**src/sv/fr_pkg.sv**
```systemverilog
package fr_pkg;

  // Default word width of the fraction parts
  localparam int FR_WORD_BITS = 32;

  // Result status codes
  localparam logic FR_OK       = 1'b0;
  localparam logic FR_DEN_ZERO = 1'b1;

  // Controller states
  typedef enum logic [2:0] {
    ST_IDLE,
    ST_CHECK,
    ST_SHIFT,
    ST_GCD,
    ST_DIVN,
    ST_DSTART,
    ST_DIVD,
    ST_DONE
  } fr_state_t;

  // Commands from controller to datapath
  typedef struct packed {
    logic load;         // capture transaction, take magnitudes
    logic set_special;  // zero numerator or zero denominator result
    logic shift_step;   // strip one common factor of two
    logic gcd_step;     // one binary GCD step
    logic g_load;       // latch gcd, start numerator division
    logic div_start_d;  // start denominator division
    logic div_step;     // one restoring division step
    logic store_qn;     // keep signed numerator quotient
    logic store_qd;     // keep signed denominator quotient
    logic out_load;     // move result into output register
  } fr_cmd_t;

  // Status from datapath to controller
  typedef struct packed {
    logic den_zero;
    logic num_zero;
    logic both_even;
    logic ab_equal;
    logic div_last;
    logic out_free;
  } fr_stat_t;

endpackage

```
**src/sv/fr_ctrl.sv**
```systemverilog
module fr_ctrl (
  input  logic             clk,
  input  logic             rst_n,
  input  logic             in_valid,
  output logic             in_stall,
  input  fr_pkg::fr_stat_t stat,
  output fr_pkg::fr_cmd_t  cmd
);
  import fr_pkg::*;

  fr_state_t state_r;
  fr_state_t state_nxt;

  // State register
  always_ff @(posedge clk) begin
    if (!rst_n) begin
      state_r <= ST_IDLE;
    end else begin
      state_r <= state_nxt;
    end
  end

  // Next state
  always_comb begin
    state_nxt = state_r;
    case (state_r)
      ST_IDLE: begin
        if (in_valid) state_nxt = ST_CHECK;
      end
      ST_CHECK: begin
        if (stat.den_zero || stat.num_zero) state_nxt = ST_DONE;
        else state_nxt = ST_SHIFT;
      end
      ST_SHIFT: begin
        if (!stat.both_even) state_nxt = ST_GCD;
      end
      ST_GCD: begin
        if (stat.ab_equal) state_nxt = ST_DIVN;
      end
      ST_DIVN: begin
        if (stat.div_last) state_nxt = ST_DSTART;
      end
      ST_DSTART: begin
        state_nxt = ST_DIVD;
      end
      ST_DIVD: begin
        if (stat.div_last) state_nxt = ST_DONE;
      end
      ST_DONE: begin
        if (stat.out_free) state_nxt = ST_IDLE;
      end
      default: begin
        state_nxt = ST_IDLE;
      end
    endcase
  end

  // Outputs
  always_comb begin
    cmd      = '0;
    in_stall = (state_r != ST_IDLE);
    case (state_r)
      ST_IDLE: begin
        cmd.load = in_valid;
      end
      ST_CHECK: begin
        cmd.set_special = stat.den_zero || stat.num_zero;
      end
      ST_SHIFT: begin
        cmd.shift_step = stat.both_even;
      end
      ST_GCD: begin
        cmd.gcd_step = !stat.ab_equal;
        cmd.g_load   = stat.ab_equal;
      end
      ST_DIVN: begin
        cmd.div_step = 1'b1;
        cmd.store_qn = stat.div_last;
      end
      ST_DSTART: begin
        cmd.div_start_d = 1'b1;
      end
      ST_DIVD: begin
        cmd.div_step = 1'b1;
        cmd.store_qd = stat.div_last;
      end
      ST_DONE: begin
        cmd.out_load = stat.out_free;
      end
      default: begin
        cmd = '0;
      end
    endcase
  end

endmodule

```
**src/sv/fr_datapath.sv**
```systemverilog
module fr_datapath #(
  parameter int WORD_BITS = fr_pkg::FR_WORD_BITS
) (
  input  logic                        clk,
  input  logic                        rst_n,
  input  logic signed [WORD_BITS-1:0] in_numerator,
  input  logic signed [WORD_BITS-1:0] in_denominator,
  input  fr_pkg::fr_cmd_t             cmd,
  output fr_pkg::fr_stat_t            stat,
  output logic                        out_valid,
  input  logic                        out_stall,
  output logic signed [WORD_BITS-1:0] out_reduced_numerator,
  output logic signed [WORD_BITS-1:0] out_reduced_denominator,
  output logic                        out_status
);
  import fr_pkg::*;

  localparam int CW = $clog2(WORD_BITS);
  localparam logic [CW-1:0] LAST_STEP = CW'(WORD_BITS - 1);

  // Captured transaction
  logic [WORD_BITS-1:0] n_raw_r, d_raw_r, n_raw_nxt, d_raw_nxt;
  logic                 nneg_r, dneg_r, nneg_nxt, dneg_nxt;
  logic [WORD_BITS-1:0] nmag_r, dmag_r, nmag_nxt, dmag_nxt;
  // GCD working pair and common shift
  logic [WORD_BITS-1:0] a_r, b_r, a_nxt, b_nxt;
  logic [CW-1:0]        k_r, k_nxt;
  logic [WORD_BITS-1:0] g_r, g_nxt;
  // Restoring divider
  logic [WORD_BITS-1:0] rem_r, rem_nxt, quo_r, quo_nxt;
  logic [CW-1:0]        cnt_r, cnt_nxt;
  // Result holding and output registers
  logic [WORD_BITS-1:0] res_n_r, res_d_r, res_n_nxt, res_d_nxt;
  logic                 res_st_r, res_st_nxt;
  logic [WORD_BITS-1:0] on_r, od_r, on_nxt, od_nxt;
  logic                 ost_r, ost_nxt;
  logic                 ovalid_r, ovalid_nxt;

  logic [WORD_BITS:0]   rem_sh, rem_sub;
  logic                 q_bit;
  logic [WORD_BITS-1:0] rem_step, quo_step;
  logic [WORD_BITS-1:0] a_minus_b, b_minus_a;

  function automatic logic [WORD_BITS-1:0] neg_word(input logic [WORD_BITS-1:0] v);
    neg_word = ~v + {{(WORD_BITS-1){1'b0}}, 1'b1};
  endfunction

  // One restoring division step
  always_comb begin
    rem_sh   = {rem_r, quo_r[WORD_BITS-1]};
    rem_sub  = rem_sh - {1'b0, g_r};
    q_bit    = !rem_sub[WORD_BITS];
    rem_step = q_bit ? rem_sub[WORD_BITS-1:0] : rem_sh[WORD_BITS-1:0];
    quo_step = {quo_r[WORD_BITS-2:0], q_bit};
  end

  assign a_minus_b = a_r - b_r;
  assign b_minus_a = b_r - a_r;

  // Next values
  always_comb begin
    n_raw_nxt  = n_raw_r;
    d_raw_nxt  = d_raw_r;
    nneg_nxt   = nneg_r;
    dneg_nxt   = dneg_r;
    nmag_nxt   = nmag_r;
    dmag_nxt   = dmag_r;
    a_nxt      = a_r;
    b_nxt      = b_r;
    k_nxt      = k_r;
    g_nxt      = g_r;
    rem_nxt    = rem_r;
    quo_nxt    = quo_r;
    cnt_nxt    = cnt_r;
    res_n_nxt  = res_n_r;
    res_d_nxt  = res_d_r;
    res_st_nxt = res_st_r;
    on_nxt     = on_r;
    od_nxt     = od_r;
    ost_nxt    = ost_r;
    ovalid_nxt = ovalid_r;

    // capture transaction and magnitudes
    if (cmd.load) begin
      n_raw_nxt = in_numerator;
      d_raw_nxt = in_denominator;
      nneg_nxt  = in_numerator[WORD_BITS-1];
      dneg_nxt  = in_denominator[WORD_BITS-1];
      nmag_nxt  = in_numerator[WORD_BITS-1] ? neg_word(in_numerator) : in_numerator;
      dmag_nxt  = in_denominator[WORD_BITS-1] ? neg_word(in_denominator) : in_denominator;
      a_nxt     = nmag_nxt;
      b_nxt     = dmag_nxt;
      k_nxt     = '0;
    end

    // zero denominator passes through, zero numerator gives 0/1
    if (cmd.set_special) begin
      if (b_r == '0) begin
        res_n_nxt  = n_raw_r;
        res_d_nxt  = d_raw_r;
        res_st_nxt = FR_DEN_ZERO;
      end else begin
        res_n_nxt  = '0;
        res_d_nxt  = {{(WORD_BITS-1){1'b0}}, 1'b1};
        res_st_nxt = FR_OK;
      end
    end

    // common powers of two
    if (cmd.shift_step) begin
      a_nxt = a_r >> 1;
      b_nxt = b_r >> 1;
      k_nxt = k_r + 1'b1;
    end

    // binary GCD step
    if (cmd.gcd_step) begin
      if (!a_r[0]) begin
        a_nxt = a_r >> 1;
      end else if (!b_r[0]) begin
        b_nxt = b_r >> 1;
      end else if (a_r > b_r) begin
        a_nxt = a_minus_b >> 1;
      end else begin
        b_nxt = b_minus_a >> 1;
      end
    end

    // gcd ready: start numerator division
    if (cmd.g_load) begin
      g_nxt   = a_r << k_r;
      rem_nxt = '0;
      quo_nxt = nmag_r;
      cnt_nxt = '0;
    end

    if (cmd.div_start_d) begin
      rem_nxt = '0;
      quo_nxt = dmag_r;
      cnt_nxt = '0;
    end

    if (cmd.div_step) begin
      rem_nxt = rem_step;
      quo_nxt = quo_step;
      cnt_nxt = cnt_r + 1'b1;
    end

    // signed quotients
    if (cmd.store_qn) begin
      res_n_nxt  = nneg_r ? neg_word(quo_step) : quo_step;
      res_st_nxt = FR_OK;
    end
    if (cmd.store_qd) begin
      res_d_nxt = dneg_r ? neg_word(quo_step) : quo_step;
    end

    // output register
    if (ovalid_r && !out_stall) ovalid_nxt = 1'b0;
    if (cmd.out_load) begin
      on_nxt     = res_n_r;
      od_nxt     = res_d_r;
      ost_nxt    = res_st_r;
      ovalid_nxt = 1'b1;
    end
  end

  // Control register
  always_ff @(posedge clk) begin
    if (!rst_n) begin
      ovalid_r <= 1'b0;
    end else begin
      ovalid_r <= ovalid_nxt;
    end
  end

  // Payload registers
  always_ff @(posedge clk) begin
    n_raw_r  <= n_raw_nxt;
    d_raw_r  <= d_raw_nxt;
    nneg_r   <= nneg_nxt;
    dneg_r   <= dneg_nxt;
    nmag_r   <= nmag_nxt;
    dmag_r   <= dmag_nxt;
    a_r      <= a_nxt;
    b_r      <= b_nxt;
    k_r      <= k_nxt;
    g_r      <= g_nxt;
    rem_r    <= rem_nxt;
    quo_r    <= quo_nxt;
    cnt_r    <= cnt_nxt;
    res_n_r  <= res_n_nxt;
    res_d_r  <= res_d_nxt;
    res_st_r <= res_st_nxt;
    on_r     <= on_nxt;
    od_r     <= od_nxt;
    ost_r    <= ost_nxt;
  end

  // Status
  always_comb begin
    stat.den_zero  = (b_r == '0);
    stat.num_zero  = (a_r == '0);
    stat.both_even = !a_r[0] && !b_r[0];
    stat.ab_equal  = (a_r == b_r);
    stat.div_last  = (cnt_r == LAST_STEP);
    stat.out_free  = !ovalid_r || !out_stall;
  end

  assign out_valid               = ovalid_r;
  assign out_reduced_numerator   = on_r;
  assign out_reduced_denominator = od_r;
  assign out_status              = ost_r;

  // A finished result never overwrites one still waiting
  a_no_overwrite: assert property (@(posedge clk) disable iff (!rst_n)
    cmd.out_load |-> (!ovalid_r || !out_stall))
    else $error("result loaded over a pending transaction");

  // GCD search only runs on a nonzero pair
  a_gcd_nonzero: assert property (@(posedge clk) disable iff (!rst_n)
    (cmd.gcd_step || cmd.shift_step) |-> (a_r != '0 && b_r != '0))
    else $error("gcd step on zero operand");

  // Divisor is never zero once latched
  a_div_nonzero: assert property (@(posedge clk) disable iff (!rst_n)
    cmd.div_step |-> (g_r != '0))
    else $error("division by zero gcd");

  // Partial remainder stays below the divisor
  a_rem_bound: assert property (@(posedge clk) disable iff (!rst_n)
    cmd.div_step |-> (rem_r < g_r))
    else $error("partial remainder out of range");

endmodule

```
**src/sv/fraction_reducer_core.sv**
```systemverilog
// A transaction is captured, checked for a zero numerator or denominator, stripped of its
// common factors of two and reduced by binary GCD steps; then the single restoring divider
// divides each part by the gcd in turn. A zero numerator or denominator goes straight to
// the result. Only one transaction is worked on at a time, in the shared GCD unit and the
// divider; no new input is taken until its result has moved into the output register, but
// the next input is taken while a result waits there. Reset: synchronous, active-low rst_n;
// clears the controller to idle and out_valid, data registers are not reset.
module fraction_reducer_core #(
  parameter int WORD_BITS = fr_pkg::FR_WORD_BITS
) (
  input  logic                        clk,
  input  logic                        rst_n,
  input  logic                        in_valid,
  output logic                        in_stall,
  input  logic signed [WORD_BITS-1:0] in_numerator,
  input  logic signed [WORD_BITS-1:0] in_denominator,
  output logic                        out_valid,
  input  logic                        out_stall,
  output logic signed [WORD_BITS-1:0] out_reduced_numerator,
  output logic signed [WORD_BITS-1:0] out_reduced_denominator,
  output logic                        out_status
);
  import fr_pkg::*;

  fr_cmd_t  cmd;
  fr_stat_t stat;

  // Sequencer
  fr_ctrl u_ctrl (
    .clk      (clk),
    .rst_n    (rst_n),
    .in_valid (in_valid),
    .in_stall (in_stall),
    .stat     (stat),
    .cmd      (cmd)
  );

  // GCD and divider datapath
  fr_datapath #(
    .WORD_BITS (WORD_BITS)
  ) u_datapath (
    .clk                     (clk),
    .rst_n                   (rst_n),
    .in_numerator            (in_numerator),
    .in_denominator          (in_denominator),
    .cmd                     (cmd),
    .stat                    (stat),
    .out_valid               (out_valid),
    .out_stall               (out_stall),
    .out_reduced_numerator   (out_reduced_numerator),
    .out_reduced_denominator (out_reduced_denominator),
    .out_status              (out_status)
  );

endmodule

```
**config.mk**
```make
export PLATFORM = sky130hd
export DESIGN_NAME = fraction_reducer_core
export DESIGN_NICKNAME = d
export VERILOG_FILES = /design/src/sv/fr_pkg.sv /design/src/sv/fr_ctrl.sv /design/src/sv/fr_datapath.sv /design/src/sv/fraction_reducer_core.sv
export SDC_FILE = /design/constraint.sdc
export NUM_CORES = 1
export LEC_CHECK = 0
export ABC_AREA = 1
export ABC_CLOCK_PERIOD_IN_PS = 14200
export BUFFER_PORTS_ARGS = -buffer_cell sky130_fd_sc_hd__buf_2
export CAP_MARGIN = 40
export CORE_UTILIZATION = 53
export CTS_BUF_LIST = sky130_fd_sc_hd__clkbuf_16
export DETAILED_ROUTE_END_ITERATION = 8
export GPL_ROUTABILITY_DRIVEN = 0
export PLACE_DENSITY = 0.73
export SLEW_MARGIN = 40
export SYNTH_ARGS = -nofsm -noshare
export SYNTH_HDL_FRONTEND = slang
export SYNTH_HIERARCHICAL = 1
export SYNTH_SLANG_ARGS = --single-unit
```
**constraint.sdc**
```tcl
create_clock -name clk -period 14.2 [get_ports clk]
set_input_delay 0 -clock clk [delete_from_list [all_inputs] [get_ports clk]]
set_output_delay 0 -clock clk [all_outputs]
set_load 0.02 [all_outputs]
```
==> results of run 1 <==
final timing paths:
check | startpoint | to | slack (ns) | depth (start not counted)
worst max-delay path | u_datapath/a_r[0] | u_datapath/rem_r[13] | 9.35 | 12
worst max register to register | u_datapath/a_r[0] | u_datapath/rem_r[13] | 9.35 | 12
worst min register to register | u_datapath/res_d_r[19] | u_datapath/out_reduced_denominator[19] | 0.42 | 0
worst min-delay path | in_denominator[1] | u_datapath/d_raw_r[1] | 0.17 | 2
logic make-up (layout without fill, tap and decap cells):
group           Yosys count  count (layout)
xor+xnor                141             141
fa+ha+maj               109             109
simple gates           1398            1398
flops                   430             430
mux                      22              22
other cells               0               2
buf+inv                 518             676
compound gates          846             846
sequential cells by signal (all words and copies together) (netlist names):
signal,cells
u_ctrl/state_r,3
u_datapath/a_r,32
u_datapath/b_r,32
u_datapath/cnt_r,5
u_datapath/d_raw_r,32
u_datapath/dmag_r,31
u_datapath/g_r,32
u_datapath/k_r,5
u_datapath/n_raw_r,32
u_datapath/nmag_r,31
u_datapath/out_reduced_denominator,32
u_datapath/out_reduced_numerator,32
u_datapath/out_status,1
u_datapath/out_valid,1
u_datapath/quo_r,32
u_datapath/rem_r,32
u_datapath/res_d_r,32
u_datapath/res_n_r,32
u_datapath/res_st_r,1
routing by layer:
metal	global-route usage, %	up-vias	wire length [microns]	part of all wire [%]
met2	49.62	1627	38480	43
met3	6.299	249	10210	11
met1	46.13	11880	36610	40
li1	-	12050	-	-
met5	0	-	15	0.017
met4	16.58	2	5116	5.7
what timing repair did:
action | in CTS | in global routing
hold endpoints to repair | 132 | 0
hold buffers | 69 | 0
buffers inserted | 0 | 0
layout by cell type, fill, tap and decap left out, types with 22 or more instances in the layout:
| cell | instances |
|---|---|
| a21oi_1 | 319 |
| a22oi_1 | 64 |
| buf_2 | 134 |
| buf_4 | 23 |
| clkbuf_16 | 44 |
| dfxtp_1 | 69 |
| dlygate4sd3_1 | 69 |
| edfxtp_1 | 361 |
| ha_1 | 106 |
| inv_1 | 351 |
| mux2i_1 | 22 |
| nand2_1 | 827 |
| nand2_2 | 25 |
| nand3_1 | 157 |
| nand4_1 | 43 |
| nor2_1 | 256 |
| o211ai_1 | 25 |
| o21ai_0 | 277 |
| o21ai_1 | 49 |
| o22ai_1 | 26 |
| xnor2_1 | 37 |
| xor2_1 | 101 |
power groups by stage:
stage / Clock [W] / Combinational [W] / Sequential [W]
2_1_floorplan: 0 / 0.00266 / 0.00190
5_1_grt: 0.00122 / 0.00412 / 0.00199
3_3_place_gp: 0 / 0.00360 / 0.00197
3_5_place_dp: 0 / 0.00363 / 0.00197
6_report: 0.00116 / 0.00382 / 0.00197
4_1_cts: 0.00118 / 0.00367 / 0.00195
layout make-up:
cell class	count	area, sq um	area share (%)
clock inverters	34	326.6	1.053
clock buffers	44	1101	3.550
diodes	2	5.005	0.01613
well taps	680	850.8	2.743
flip-flops and latches	430	12220	39.40
repair buffers	230	1583	5.102
multi-input cells	2516	13540	43.66
inverters	368	1390	4.481
per-stage QoR:
step                      hold WS, ns  total power [W]  util [%]  worst slack (ns)
after detailed placement       0.2136         0.005601     56.06             9.590
after global routing           0.1517         0.007323     60.21             9.092
final                          0.1685         0.006953     60.22             9.355
after CTS                      0.1335         0.006793     60.18             9.575
after global placement         0.2040         0.005572     55.99             9.594
after floorplan               0.09887         0.004562         -             6.306
worst register-to-register path: stages, from the launching register on:
cell,delay [ns]
dfxtp_1,0.31
buf_4,0.37
inv_1,0.43
ha_1,0.44
nor2_1,0.11
nand3_1,0.10
nor4_1,0.61
inv_1,0.21
nor2_2,0.16
buf_4,0.38
nor2_1,0.11
nand2_2,0.61
buf_4,0.58
==> impl_metrics.tcl, run 1 <==
set metrics [dict create \
    status "completed" \
    clk_pin_slew_worst_paths_ns 0.06 \
    powerDensity_nw_per_um2 224.2 \
    cpPeakStageDelay_ns 0.61 \
    ys_ff_latch 430 \
    synth_top_family_by_area "simple AND/OR/NAND/NOR gates" \
    crit_fanout 38 \
    maxCapViolations 0 \
    io_pins 135 \
    path_cells "buf_4 > inv_1 > ha_1 > nor2_1 > nand3_1 > nor4_1 > inv_1 > nor2_2 > buf_4 > nor2_1 > nand2_2 > buf_4" \
    period_share_pct 34.12 \
    dpl_cell_area_sq_um 28880 \
    worstPathRequired_ns 14.42 \
    syn-num-nets 3641 \
    cp.buffers_inverters 5 \
    wirelength_microns 90430 \
    worstPathArrival_ns 5.06 \
    grt_pass1_vias 23220 \
    antenna_found_initial 1 \
    num_vias 25810 \
    gr-usage-all-layers_pct 33.24 \
    synthArstFlopShare_pct 0 \
    worst-setup-path-type "register to register" \
    synthAdderAreaFrac_pct 4.991 \
    dp.cells 4155 \
    switchingPower_w 0.003430 \
    p_clk_share_pct 16.7 \
    dieHeight_microns 230.9 \
    cpMaxStageDelayCell "nor4_1" \
    die_x_microns 230.9 \
    grt_max_degree 93 \
    final.fill_count 4537 \
    power_frac_seq_pct 28.3 \
    cp-end-kind "register" \
    synth_top_area_share_pct 39.03 \
    postSynthAreaPerCell_sq_um 8.018 \
    rsz0062_at_grt "false" \
    hpwlAfterDp_microns 67800 \
    hold_class "input port to register" \
    die_area_sq_um 53320 \
    slew_headroom_pct 34.50 \
    synth_cells 3464 \
    synthMuxAreaShare_pct 0.7929 \
    synth_largest_area_cell "edfxtp_1" \
    synth_edf_count 361 \
    yosysWarnings 6 \
    drc 0 \
    drt_pass1_iterations 7 \
    final_cell_count_no_fill 4304 \
    syn_to_final_growth_pct 11.69 \
    cts_sinks 430 \
    internal_power_w 0.003523 \
    synth_cell_types 64 \
    startpoint_type "register" \
    portBuffers 134 \
    wl_per_cell_microns 21.01 \
    synth.most_common_cell "nand2_1" \
    finalSetupViolations 0 \
    synth_common_cells "nand2_1 (829), edfxtp_1 (361), inv_1 (351)" \
    layout.nets 3767 \
    clock_path_buffers 3 \
    finish.instance_area_sq_um 31020 \
    tritoncts "done" \
    layout-drive-gt1-share_pct 8.559 \
    hold_violations 0 \
    core_area_sq_um 51510 \
    drtIter0Drc 3763 \
    p_leak_nw 13.11 \
    cp_common_cell "buf_4" \
    maxSlewViolCount 0 \
    avgViaCountPerCell 5.996 \
    synth_compound_area_share_pct 17.06 \
    grt_pass1_wl_microns 135200 \
    start_util_pct 53.92 \
    finalCriticalPeriod_ns 4.845 \
    cts_buffers 44 \
    synth-simple-area-share_pct 21.23 \
    power_frac_comb_pct 55.0 \
    synth-xor-area-share_pct 4.446 \
    crit_family "buffers and inverters" \
    peakVddDrop_uv 187.5 \
    fin_setup_tns_ns 0 \
    clk_latency_ns 0.59 \
    synth_seq_area_share_pct 44.00 \
    grt.overflow.total 0 \
    yosys-top-cells-area "edfxtp_1 (39%), nand2_1 (11%), a21oi_1 (5.7%)" \
    fin_skew_ns 0.01866 \
    rows 83 \
    h-tree-depth 2 \
    synth_area_sq_um 27770 \
    cts_resized 0 \
    clock-root-buffer "clkbuf_16" \
    fmax_mhz 206.4 \
    synth_ff_type "edfxtp_1" \
    worst_pin_slew_ns 0.9722 \
    netSwitchingFraction_pct 49.33 \
    ant_nets 0 \
]
No activity file was read; power rests on OpenSTA's default activity.
==> inputs of run 2 (changes only) <==
- ABC_AREA: 1 -> 0
- ABC_CLOCK_PERIOD_IN_PS: 14200 -> 4400
- PLACE_DENSITY: 0.73 -> 0.76
- clock period: 14.2 -> 4.4 ns (I/O delays scaled with it)
==> impl_metrics.tcl, run 2 <==
set metrics [dict create \
    num_vias 21680 \
    fin_setup_tns_ns 0 \
    hold_violations 0 \
    start_util_pct 54.22 \
    pre_cts_slack_ns -0.2050 \
    clock-root-buffer "clkbuf_16" \
    hold_class "input port to register" \
    startpoint_type "register" \
    grt_max_degree 98 \
    ant_nets 0 \
    core_area_sq_um 48150 \
    cts_buffers 45 \
    tritoncts "done" \
    worstPathRequired_ns 4.73 \
    rsz0062_at_grt "false" \
    rrSetupSlack_ns 0.18 \
    startpoint "u_datapath/rem_r[5]" \
    avgViaCountPerCell 6.277 \
    netSwitchingFraction_pct 42.91 \
    switchingPower_w 0.008946 \
    syn_to_final_growth_pct 15.69 \
    p_leak_nw 11.16 \
    synth_seq_area_share_pct 46.82 \
    reg2reg_to "u_datapath/res_n_r[30]" \
    drt_pass1_iterations 5 \
    drc 0 \
    worstPathArrival_ns 4.55 \
    fin_util_pct 62.73 \
    synth_ff_type "edfxtp_1" \
    synth.most_common_cell "edfxtp_1" \
    die_area_sq_um 50150 \
    grt.overflow.total 0 \
    clk_latency_ns 0.59 \
    final.fill_count 3629 \
    synth_cells 2570 \
    postSynthAreaPerCell_sq_um 10.16 \
    mostFrequentLayoutCells "edfxtp_1 (361), nand2_1 (272), o21ai_0 (183), xnor2_1 (153), inv_1 (146)" \
    clk_pin_slew_worst_paths_ns 0.06 \
    gr-usage-all-layers_pct 29.83 \
    synthArstFlopShare_pct 0 \
    synth_area_sq_um 26110 \
    die_x_microns 223.9 \
    yosysWarnings 6 \
    powerDensity_nw_per_um2 690.3 \
    wl_per_cell_microns 21.92 \
    dieHeight_microns 223.9 \
    finalSetupViolations 0 \
    wirelength_microns 75710 \
    antenna_found_initial 4 \
    grt_pass1_wl_microns 116300 \
    rows 80 \
    worst-setup-path-type "register to register" \
    internal_power_w 0.01190 \
    peakVddDrop_uv 364.7 \
    clock_path_buffers 3 \
    portBuffers 134 \
    syn-num-nets 2747 \
    p_total_w 0.02085 \
    power_frac_seq_pct 29.5 \
    worst_pin_slew_ns 0.9324 \
    cts_sinks 430 \
    layout-drive-gt1-share_pct 14.84 \
    p_clk_share_pct 18.9 \
    reg2reg_depth 18 \
    critical_path.endpoint "u_datapath/res_n_r[30]" \
    slew_headroom_pct 37.18 \
    fin_skew_ns 0.02354 \
    synth_top_area_share_pct 41.52 \
    layout.nets 2937 \
    drtIter0Drc 2968 \
    synth_cell_types 88 \
    maxCapViolations 0 \
    yosys-top-cells-area "edfxtp_1 (42%), dfxtp_1 (5.3%), mux2i_1 (5.3%)" \
    cp-end-kind "register" \
    grt_pass1_vias 20270 \
    crit_fanout 4 \
    mostFrequentLayoutCell "edfxtp_1" \
    synth_edf_count 361 \
    fmax_mhz 236.9 \
    power_frac_comb_pct 51.6 \
    hpwlAfterDp_microns 54600 \
    synth_largest_area_cell "edfxtp_1" \
    status "completed" \
    h-tree-depth 2 \
    synth_common_cells "edfxtp_1 (361), nand2_1 (275), o21ai_0 (186)" \
    io_pins 135 \
    period_share_pct 95.94 \
    finalCriticalPeriod_ns 4.221 \
    maxSlewViolCount 0 \
    reg2reg_from "u_datapath/rem_r[5]" \
    ys_ff_latch 430 \
    worst_slack_ns 0.1788 \
]
-- run 2: changes by cell type after synthesis, moves of 34 or more --
cell,previous run,this run
nand2_1,829,275
inv_1,351,145
a21oi_1,319,132
nand3_1,157,21
nor2_1,263,139
mux2i_1,22,138
xnor2_1,37,153
o21ai_0,278,186
xor2_1,104,50
o21ai_1,48,8
a22oi_1,64,27
clkbuf_1,98,135
o31ai_1,4,38
-- run 2: logic make-up (layout without fill, tap and decap cells) --
kind of cell | Yosys count | in the layout | share of synthesized area, %
other | 0 | 2 | 0
multiplexers | 174 | 174 | 7.376
flip-flops | 430 | 430 | 46.82
buffers and inverters | 308 | 534 | 4.539
AND/OR/NAND/NOR | 659 | 659 | 12.02
adder cells (fa/ha/maj) | 109 | 109 | 5.310
AO/OA/AOI/OAI | 687 | 687 | 17.13
XOR/XNOR | 203 | 203 | 6.810
-- run 2: worst min-delay path by stage --
stage / startpoint / to / slack [ns] / cells after the start
after floorplan: in_denominator[0] / u_datapath/d_raw_r[0] / 0.1 / 0
after global placement: in_denominator[25] / u_datapath/d_raw_r[25] / 0.22 / 1
after detailed placement: in_denominator[25] / u_datapath/d_raw_r[25] / 0.22 / 1
after CTS: out_stall / u_ctrl/state_r[2] / 0.004 / 6
after global routing: out_stall / u_ctrl/state_r[0] / 0.08 / 5
final: out_stall / u_ctrl/state_r[0] / 0.06 / 5
-- run 2: repair_timing --
item	CTS	global route
hold buffers	67	0
setup endpoints to repair	14	14
hold endpoints to repair	144	0
cloned	0	0
buffers inserted	1	1
pin swaps	4	6
gates resized for setup	8	19
-- run 2: stage by stage --
stage,cell area (sq um),cells,hold slack [ns]
floorplan,26120,2570,0.09887
global route,30200,3454,0.07568
finish,30200,3454,0.05532
global placement,27770,3292,0.2183
detailed placement,27870,3298,0.2170
CTS,30090,3449,0.004139
-- run 2: area by class of cell --
type	count	area, sq um	area share (%)
timing repair buffer	303	2225	7.366
inverter	148	555.5	1.839
multi-input combinational	1832	12860	42.57
sequential	430	12220	40.47
antenna	2	5.005	0.01657
clock inverter	38	390.4	1.293
tap	656	820.8	2.718
clock buffer	45	1126	3.729
-- run 2: routing by layer --
layer  up-vias  track usage (%)  wire length, microns
met1     10310            42.09                 31440
met5         -                0                    24
li1       9842                -                     -
met3       196            4.879                  7126
met4         4            10.61                  2807
met2      1326            46.44                 34310
-- run 2: critical path, cell delays in order (launching register included) --
cell and delay (ns):
edfxtp_1 0.41, ha_1 0.23, a2111o_1 0.41, o211ai_1 0.23, a21boi_1 0.11, buf_4 0.16
a311oi_4 0.23, nand3_2 0.17, xor2_4 0.18, inv_2 0.08, ha_4 0.13, nand2_2 0.06
or3_4 0.41, or2_4 0.26, nand2b_4 0.14, or3_4 0.38, nand2_1 0.09, xnor2_1 0.07
a22o_1 0.19
-- run 2: power by group through the flow --
stage	Combinational, W	Clock (W)	Sequential (W)
detailed placement	0.0102	0	0.00622
CTS	0.0104	0.00395	0.00613
floorplan	0.00754	0	0.00595
finish	0.0108	0.00393	0.00615
global route	0.0115	0.00412	0.00622
global placement	0.00994	0	0.00621
